<file path="src/rtl/core/pofq_pkg.sv">
`default_nettype none

package pofq_pkg;

  // command codes
  localparam logic [1:0] CMD_PUSH  = 2'd0;
  localparam logic [1:0] CMD_POP   = 2'd1;
  localparam logic [1:0] CMD_CLEAR = 2'd2;

  // message types
  localparam logic [2:0] MSG_ERROR   = 3'd0;
  localparam logic [2:0] MSG_CONTROL = 3'd1;
  localparam logic [2:0] MSG_STATE   = 3'd2;
  localparam logic [2:0] MSG_MAP     = 3'd3;

  // popped frame source
  localparam logic [1:0] CLS_URGENT   = 2'd0;
  localparam logic [1:0] CLS_RELIABLE = 2'd1;
  localparam logic [1:0] CLS_STATE    = 2'd2;
  localparam logic [1:0] CLS_MAP      = 2'd3;

  // fixed field widths
  localparam int CAP_W = 5;
  localparam int OCC_FIELD_W = 5;
  localparam logic [CAP_W-1:0] CAP_RESET = 5'd16;

  // result flags that travel from the control unit to the result stage
  typedef struct packed {
    logic                   accepted;
    logic                   slot_overwrite;
    logic                   fatal;
    logic                   popped_valid;
    logic [1:0]             popped_class;
    logic                   from_mem;
    logic [OCC_FIELD_W-1:0] occupancy;
  } res_t;

endpackage

`default_nettype wire

</file>
<file path="src/rtl/core/pofq_mem.sv">
`default_nettype none

module pofq_mem #(
  parameter int TAG_BITS = 32,
  parameter int ADDR_W = 5
) (
  input  wire logic                clk,
  input  wire logic                wr_en,
  input  wire logic [ADDR_W-1:0]   wr_addr,
  input  wire logic [TAG_BITS-1:0] wr_data,
  input  wire logic                rd_en,
  input  wire logic [ADDR_W-1:0]   rd_addr,
  output logic      [TAG_BITS-1:0] rd_data
);

  logic [TAG_BITS-1:0] mem [2**ADDR_W];

  // write port
  always_ff @(posedge clk) begin
    if (wr_en) begin
      mem[wr_addr] <= wr_data;
    end
  end

  // registered read port, holds its data until the next read
  always_ff @(posedge clk) begin
    if (rd_en) begin
      rd_data <= mem[rd_addr];
    end
  end

endmodule

`default_nettype wire

</file>
<file path="src/rtl/core/pofq_ctrl.sv">
`default_nettype none

module pofq_ctrl
  import pofq_pkg::*;
#(
  parameter int FIFO_DEPTH = 16,
  parameter int TAG_BITS = 32,
  parameter int PTR_W = 4,
  parameter int ADDR_W = 5
) (
  input  wire logic                clk,
  input  wire logic                rst,
  input  wire logic                cfg_write,
  input  wire logic [CAP_W-1:0]    cfg_data,
  input  wire logic                accept,
  input  wire logic [1:0]          command,
  input  wire logic [2:0]          msg_type,
  input  wire logic                hold_or_reset,
  input  wire logic [TAG_BITS-1:0] frame_tag,
  output logic                     mem_wr_en,
  output logic      [ADDR_W-1:0]   mem_wr_addr,
  output logic      [TAG_BITS-1:0] mem_wr_data,
  output logic                     mem_rd_en,
  output logic      [ADDR_W-1:0]   mem_rd_addr,
  output res_t                     res,
  output logic      [TAG_BITS-1:0] slot_tag
);

  localparam int CNT_W = $clog2(FIFO_DEPTH + 1);
  localparam int SUM_W = CNT_W + 1;
  localparam int CMP_W = (SUM_W > CAP_W) ? SUM_W : CAP_W;
  localparam int OCC_W = (CNT_W + 2 > OCC_FIELD_W) ? CNT_W + 2 : OCC_FIELD_W;
  localparam logic [PTR_W-1:0] PTR_LAST = PTR_W'(FIFO_DEPTH - 1);
  localparam logic [CMP_W-1:0] DEPTH_CMP = CMP_W'(FIFO_DEPTH);
  localparam logic [SUM_W-1:0] DEPTH_SUM = SUM_W'(FIFO_DEPTH);

  logic [CAP_W-1:0]    capacity;
  logic [CNT_W-1:0]    ucount, ucount_next;
  logic [CNT_W-1:0]    rcount, rcount_next;
  logic [PTR_W-1:0]    urd, urd_next;
  logic [PTR_W-1:0]    rrd, rrd_next;
  logic                st_valid, st_valid_next;
  logic [TAG_BITS-1:0] st_tag, st_tag_next;
  logic                mp_valid, mp_valid_next;
  logic [TAG_BITS-1:0] mp_tag, mp_tag_next;

  logic [CMP_W-1:0]    total;
  logic                full;
  logic                urgent;
  logic [SUM_W-1:0]    wr_sum;
  logic [SUM_W-1:0]    wr_wrap;
  logic [OCC_W-1:0]    occ_sum;

  function automatic logic [PTR_W-1:0] ptr_inc(input logic [PTR_W-1:0] p);
    ptr_inc = (p == PTR_LAST) ? '0 : p + PTR_W'(1);
  endfunction

  // push classification and shared capacity check
  assign urgent = (msg_type == MSG_ERROR) || ((msg_type == MSG_CONTROL) && hold_or_reset);
  assign total  = CMP_W'(ucount) + CMP_W'(rcount);
  assign full   = (total >= CMP_W'(capacity)) || (total >= DEPTH_CMP);

  // tail slot of the chosen fifo
  assign wr_sum  = urgent ? (SUM_W'(urd) + SUM_W'(ucount)) : (SUM_W'(rrd) + SUM_W'(rcount));
  assign wr_wrap = (wr_sum >= DEPTH_SUM) ? wr_sum - DEPTH_SUM : wr_sum;

  // next state and result of one word
  always_comb begin
    ucount_next   = ucount;
    rcount_next   = rcount;
    urd_next      = urd;
    rrd_next      = rrd;
    st_valid_next = st_valid;
    st_tag_next   = st_tag;
    mp_valid_next = mp_valid;
    mp_tag_next   = mp_tag;
    mem_wr_en     = 1'b0;
    mem_wr_addr   = {!urgent, wr_wrap[PTR_W-1:0]};
    mem_wr_data   = frame_tag;
    mem_rd_en     = 1'b0;
    mem_rd_addr   = {1'b0, urd};
    res           = '0;
    slot_tag      = '0;
    if (accept) begin
      unique case (command)
        CMD_PUSH: begin
          if (msg_type == MSG_STATE) begin
            res.slot_overwrite = st_valid;
            res.accepted       = 1'b1;
            st_valid_next      = 1'b1;
            st_tag_next        = frame_tag;
          end else if (msg_type == MSG_MAP) begin
            res.slot_overwrite = mp_valid;
            res.accepted       = 1'b1;
            mp_valid_next      = 1'b1;
            mp_tag_next        = frame_tag;
          end else if (full) begin
            res.fatal = 1'b1;
          end else begin
            res.accepted = 1'b1;
            mem_wr_en    = 1'b1;
            if (urgent) begin
              ucount_next = ucount + CNT_W'(1);
            end else begin
              rcount_next = rcount + CNT_W'(1);
            end
          end
        end
        CMD_POP: begin
          if (ucount != '0) begin
            res.popped_valid = 1'b1;
            res.popped_class = CLS_URGENT;
            res.from_mem     = 1'b1;
            mem_rd_en        = 1'b1;
            mem_rd_addr      = {1'b0, urd};
            urd_next         = ptr_inc(urd);
            ucount_next      = ucount - CNT_W'(1);
          end else if (rcount != '0) begin
            res.popped_valid = 1'b1;
            res.popped_class = CLS_RELIABLE;
            res.from_mem     = 1'b1;
            mem_rd_en        = 1'b1;
            mem_rd_addr      = {1'b1, rrd};
            rrd_next         = ptr_inc(rrd);
            rcount_next      = rcount - CNT_W'(1);
          end else if (st_valid) begin
            res.popped_valid = 1'b1;
            res.popped_class = CLS_STATE;
            slot_tag         = st_tag;
            st_valid_next    = 1'b0;
          end else if (mp_valid) begin
            res.popped_valid = 1'b1;
            res.popped_class = CLS_MAP;
            slot_tag         = mp_tag;
            mp_valid_next    = 1'b0;
          end
        end
        CMD_CLEAR: begin
          ucount_next   = '0;
          rcount_next   = '0;
          urd_next      = '0;
          rrd_next      = '0;
          st_valid_next = 1'b0;
          mp_valid_next = 1'b0;
        end
        default: begin
        end
      endcase
    end
    occ_sum = OCC_W'(ucount_next) + OCC_W'(rcount_next)
            + OCC_W'(st_valid_next) + OCC_W'(mp_valid_next);
    res.occupancy = occ_sum[OCC_FIELD_W-1:0];
  end

  // control registers
  always_ff @(posedge clk) begin
    if (rst) begin
      capacity <= CAP_RESET;
      ucount   <= '0;
      rcount   <= '0;
      urd      <= '0;
      rrd      <= '0;
      st_valid <= 1'b0;
      mp_valid <= 1'b0;
    end else begin
      if (cfg_write) begin
        capacity <= cfg_data;
      end
      ucount   <= ucount_next;
      rcount   <= rcount_next;
      urd      <= urd_next;
      rrd      <= rrd_next;
      st_valid <= st_valid_next;
      mp_valid <= mp_valid_next;
    end
  end

  // slot contents
  always_ff @(posedge clk) begin
    st_tag <= st_tag_next;
    mp_tag <= mp_tag_next;
  end

endmodule

`default_nettype wire

</file>
<file path="src/rtl/core/priority_outbound_frame_queue.sv">
`default_nettype none

// Strict-priority outbound frame queue.
// Input channel (in_valid / in_stall) carries one command word: push a frame
// handle, pop the next frame, or clear everything. Output channel
// (out_valid / out_stall) returns exactly one result word per command.
// Urgent and reliable handles live in one synchronous tag memory split into
// two ring buffers; the state and map latest-value slots are registers.
// After its command is accepted, a result passes through the read stage, where
// the tag memory read lands, and then through the output register.
// Throughput: one command per cycle while the output is drained; the memory
// read stage and the output register form a two-deep pipeline.
// When the receiver stalls, the result holds and the pipeline fills; input
// stalls once both stages hold a word.
// cfg_write loads the shared fifo capacity from cfg_data; write it only while
// the queue is idle.
// Synchronous reset empties both fifos and slots, sets capacity to 16 and
// drops any result in flight. No clearing pass is needed.
module priority_outbound_frame_queue
  import pofq_pkg::*;
#(
  parameter int FIFO_DEPTH = 16,
  parameter int TAG_BITS = 32
) (
  input  wire logic                clk,
  input  wire logic                rst,
  input  wire logic                cfg_write,
  input  wire logic [CAP_W-1:0]    cfg_data,
  input  wire logic                in_valid,
  output logic                     in_stall,
  input  wire logic [1:0]          command,
  input  wire logic [2:0]          msg_type,
  input  wire logic                hold_or_reset,
  input  wire logic [TAG_BITS-1:0] frame_tag,
  output logic                     out_valid,
  input  wire logic                out_stall,
  output logic                     accepted,
  output logic                     slot_overwrite,
  output logic                     fatal,
  output logic                     popped_valid,
  output logic      [TAG_BITS-1:0] popped_tag,
  output logic      [1:0]          popped_class,
  output logic      [OCC_FIELD_W-1:0] occupancy
);

  localparam int PTR_W = (FIFO_DEPTH > 1) ? $clog2(FIFO_DEPTH) : 1;
  localparam int ADDR_W = PTR_W + 1;

  logic                accept;
  logic                mem_wr_en;
  logic [ADDR_W-1:0]   mem_wr_addr;
  logic [TAG_BITS-1:0] mem_wr_data;
  logic                mem_rd_en;
  logic [ADDR_W-1:0]   mem_rd_addr;
  logic [TAG_BITS-1:0] mem_rd_data;
  res_t                res;
  logic [TAG_BITS-1:0] slot_tag;

  logic                s1_valid;
  res_t                s1_res;
  logic [TAG_BITS-1:0] s1_tag;
  logic                s1_move;
  res_t                out_res;

  // handshake: read stage advances when output register is free or drained
  assign s1_move  = s1_valid && (!out_valid || !out_stall);
  assign in_stall = s1_valid && !s1_move;
  assign accept   = in_valid && !in_stall;

  pofq_ctrl #(
    .FIFO_DEPTH (FIFO_DEPTH),
    .TAG_BITS   (TAG_BITS),
    .PTR_W      (PTR_W),
    .ADDR_W     (ADDR_W)
  ) u_ctrl (
    .clk           (clk),
    .rst           (rst),
    .cfg_write     (cfg_write),
    .cfg_data      (cfg_data),
    .accept        (accept),
    .command       (command),
    .msg_type      (msg_type),
    .hold_or_reset (hold_or_reset),
    .frame_tag     (frame_tag),
    .mem_wr_en     (mem_wr_en),
    .mem_wr_addr   (mem_wr_addr),
    .mem_wr_data   (mem_wr_data),
    .mem_rd_en     (mem_rd_en),
    .mem_rd_addr   (mem_rd_addr),
    .res           (res),
    .slot_tag      (slot_tag)
  );

  pofq_mem #(
    .TAG_BITS (TAG_BITS),
    .ADDR_W   (ADDR_W)
  ) u_mem (
    .clk     (clk),
    .wr_en   (mem_wr_en),
    .wr_addr (mem_wr_addr),
    .wr_data (mem_wr_data),
    .rd_en   (mem_rd_en),
    .rd_addr (mem_rd_addr),
    .rd_data (mem_rd_data)
  );

  // read stage and output register valid bits
  always_ff @(posedge clk) begin
    if (rst) begin
      s1_valid  <= 1'b0;
      out_valid <= 1'b0;
    end else begin
      if (accept) begin
        s1_valid <= 1'b1;
      end else if (s1_move) begin
        s1_valid <= 1'b0;
      end
      if (s1_move) begin
        out_valid <= 1'b1;
      end else if (!out_stall) begin
        out_valid <= 1'b0;
      end
    end
  end

  // read stage payload
  always_ff @(posedge clk) begin
    if (accept) begin
      s1_res <= res;
      s1_tag <= slot_tag;
    end
  end

  // output register, memory data joins here
  always_ff @(posedge clk) begin
    if (s1_move) begin
      out_res    <= s1_res;
      popped_tag <= s1_res.from_mem ? mem_rd_data : s1_tag;
    end
  end

  assign accepted       = out_res.accepted;
  assign slot_overwrite = out_res.slot_overwrite;
  assign fatal          = out_res.fatal;
  assign popped_valid   = out_res.popped_valid;
  assign popped_class   = out_res.popped_class;
  assign occupancy      = out_res.occupancy;

`ifndef SYNTHESIS
  a_clear_empties: assert property (@(posedge clk) disable iff (rst)
    (accept && command == CMD_CLEAR) |=> (s1_valid && s1_res.occupancy == '0))
    else $error("clear left frames behind");

  a_push_flags: assert property (@(posedge clk) disable iff (rst)
    out_valid |-> !(accepted && fatal))
    else $error("push both stored and refused");

  a_pop_no_push_flags: assert property (@(posedge clk) disable iff (rst)
    (out_valid && popped_valid) |-> (!accepted && !fatal && !slot_overwrite))
    else $error("pop result carries push flags");

  a_mem_read_only_pop: assert property (@(posedge clk) disable iff (rst)
    mem_rd_en |-> (accept && command == CMD_POP))
    else $error("tag memory read outside a pop");
`endif

endmodule

`default_nettype wire

</file>
<file path="config.mk">
export PLATFORM = sky130hd
export DESIGN_NAME = priority_outbound_frame_queue
export DESIGN_NICKNAME = d
export VERILOG_FILES = /design/src/rtl/core/pofq_pkg.sv /design/src/rtl/core/pofq_mem.sv /design/src/rtl/core/pofq_ctrl.sv /design/src/rtl/core/priority_outbound_frame_queue.sv
export SDC_FILE = /design/constraint.sdc
export NUM_CORES = 2
export LEC_CHECK = 0
export BUFFER_PORTS_ARGS = -buffer_cell sky130_fd_sc_hd__buf_4
export CORE_UTILIZATION = 56
export CTS_CLUSTER_DIAMETER = 200
export DETAILED_ROUTE_END_ITERATION = 6
export PLACE_DENSITY_LB_ADDON = 0.2
export SYNTH_ARGS = -nofsm -noshare
export SYNTH_HDL_FRONTEND = slang
export SYNTH_HIERARCHICAL = 1
export SYNTH_SLANG_ARGS = --single-unit
</file>
<file path="constraint.sdc">
create_clock -name clk -period 8.4 [get_ports clk]
set_clock_uncertainty 0.15 [all_clocks]
set_input_delay 2.1 -clock clk [delete_from_list [all_inputs] [get_ports clk]]
set_output_delay 2.1 -clock clk [all_outputs]
set_load 0.005 [all_outputs]
</file>
==> out/metrics.yaml <==
cts_sinks: 1234
synthArstFlopShare_pct: 0
critPathBufInv: 3
max_freq_mhz: 147
total_power_mw: 12.7
postLayoutCellArea_um2: 55200
drc: 0
rows: 108
crit_family: "simple AND/OR/NAND/NOR gates"
cts_resized: 0
htree_levels: 3
cts_hold_buffers: 0
routedWlPerCell_um: 27.1
die_x_um: 299
finalSetupViolations: 0
fin_nets: 3093
ys_types: 71
gp_congestion: 0.873
synth_top_area_share_pct: 73.5
port_buffers: 92
stdcell_count: 4271
cts.reportedPaths.clkPinSlew_ns: 0.06
placed_cells: 4041
worstPathRequired_ns: 8.64
cp_max_fo: 44
initial_core_util_pct: 56.7
start_kind: "input port"
clk_latency_ns: 0.71
placed_area_um2: 51300
grt_antenna_before_repair: 5
p_leak_nw: 17.6
syn_inst: 2907
hold_violations: 0
ant_nets: 1
rsz0062_at_grt: "false"
synth_area_leaders: "edfxtp_1 (73%), mux2i_1 (11%), a22oi_1 (2.0%), a21oi_1 (1.2%), nand3_1 (1.2%)"
cts_buffers: 118
post-dp-hpwl_mm: 65.5
outcome: "complete, but fails checks"
wl_mm: 116
yosysMostFrequentCell: "edfxtp_1"
dieHeight_um: 299
cts_buffer_depth: 3
root_buffer: "clkbuf_16"
ios: 93
first_pass_iters: 6
grt_pass1_wl_mm: 169
drv_cap: 0
peakVddDrop_v: 0.000180
min_period_ns: 6.81
syn_avg_cell_area_um2: 17.0
post_cts_buffers: 0
drive_gt1_share_pct: 14.4
ys.flop_type: "edfxtp_1"
worst_slew_pin_slew_ns: 1.26
power_density_nw_per_um2: 229
yosys_warnings: 6
grt_pass1_vias: 26200
violations: "antenna violations"
grt_remaining_overflow: 0
finalCritPeriodShare_pct: 81.1
synth_common_cells: "edfxtp_1 (1,207), mux2i_1 (519), a22oi_1 (134)"
yosys.area.top_type: "edfxtp_1"
ys_ff_latch: 1234
cp.arrival_ns: 7.05
fp.coreArea_um2: 87000
synth-edff-count: 1207
path_cells: "buf_4 > inv_1 > ha_1 > nand2_1 > nor2_1 > nand2_1 > o21ai_0 > and2_4 > buf_4 > a22o_1 > nor3_1 > a31oi_1 > nand3_1"
cts_tree: "yes"
drtIter0Drc: 2660
ys_seq_area_share_pct: 74.6
path_class: "input port to flop"
fin_setup_tns_ns: 0
slew_headroom_pct: 15.9
die_area_um2: 89300
cpMaxStageDelayCell: "and2_4"
netlist_area_um2: 49300
nFillCells: 6044
cpPeakStageDelay_ns: 0.81
grt_max_degree: 101
syn_nets: 2994
maxSlewViolCount: 0
crit_path_end_kind: "flop"
viasPerCell: 6.22
hold_path_class: "flop to flop"
syn_to_final_growth_pct: 11.9
grt_usage_pct: 25.8
dr_total_vias: 26600
## flip-flops by register name, indices dropped and copies added (netlist names), 12 cells and up
| name | flops |
|---|---|
| u_ctrl/st_tag | 32 |
| s1_res | 12 |
| u_ctrl/mp_tag | 32 |
| s1_tag | 32 |
| popped_tag | 32 |
| u_mem/rd_data | 32 |
| u_mem/mem | 1024 |
## where the power goes
| part | total, mW | leakage, nW | switching [mW] | internal (mW) |
|---|---|---|---|---|
| logic | 0.579 | 4.60 | 0.359 | 0.219 |
| clock network | 5.27 | 1.89 | 2.25 | 3.02 |
| registers | 6.81 | 11.1 | 0.0173 | 6.79 |
| total | 12.7 | 17.6 | 2.63 | 10.0 |
## placed cells by master (no fill, tap or decap), types with 15 or more instances in the layout
master | netlist | layout
clkinv_1 | 0 | 27
a22o_1 | 65 | 65
clkbuf_1 | 60 | 15
mux2i_1 | 519 | 519
nor3_1 | 44 | 43
a31oi_1 | 36 | 36
a21oi_1 | 123 | 123
edfxtp_1 | 1207 | 1207
buf_4 | 67 | 159
a22oi_1 | 134 | 134
nand2_1 | 124 | 124
mux2_4 | 30 | 30
nor2_1 | 99 | 63
dfxtp_1 | 27 | 27
clkinv_2 | 0 | 33
nor2_4 | 0 | 36
nand3_1 | 116 | 116
clkbuf_16 | 0 | 119
ha_1 | 34 | 34
inv_1 | 23 | 23
## worst paths after layout
check                                          to  slack (ns)  cells past startpoint             start
worst max-delay path            u_mem/rd_data[20]        1.59                     13        command[1]
worst min register to register       occupancy[2]        0.27                      0         s1_res[2]
worst max register to register          s1_res[4]        2.38                     21  u_ctrl/ucount[0]
worst min-delay path                 occupancy[2]        0.27                      0         s1_res[2]
## layout make-up
| type | count | area, um2 | area share, % |
|---|---|---|---|
| diodes | 8 | 20.0 | 0.0363 |
| repair buffers | 167 | 1350 | 2.45 |
| well taps | 1155 | 1450 | 2.62 |
| clock inverters | 88 | 846 | 1.53 |
| clock buffers | 134 | 3030 | 5.50 |
| flip-flops and latches | 1234 | 36800 | 66.7 |
| inverters | 24 | 90.1 | 0.163 |
| multi-input cells | 1461 | 11600 | 21.0 |
## kinds of logic (layout without fill, tap and decap cells)
logic type	count (synthesis)	after routing	share of synthesized area, %
flops	1234	1234	74.6
compound gates	413	413	5.75
buf+inv	212	413	2.56
xor+xnor	15	15	0.266
simple gates	439	439	4.21
fa+ha+maj	39	39	1.07
other cells	0	8	0
mux	555	555	11.6
## worst reg2reg max path: cells and delay by family, from the launching register on
kind                       cells  cell delay, ns
and+or+nand+nor                4            1.33
DFF                            1            0.47
adders and majority gates      6            2.11
xor gates and xnor gates       3            0.50
buffers and inverters          1            0.04
AOI/OAI and AO/OA              7            1.19
## per-stage QoR
step	setup WS (ns)	util [%]	hold WS, ns
CTS	1.76	63.4	0.274
floorplan	0.101	-	0.250
global route	1.31	63.4	0.281
finish	1.59	63.4	0.271
global placement	1.22	58.9	0.254
detailed placement	1.04	58.9	0.262
## layer usage
metal	global-route usage, %	wire, um
met1	37.5	50000
met2	40.8	54200
met3	4.54	9380
met4	6.07	1920
met5	0	9
(Power assumes the default switching activity.)
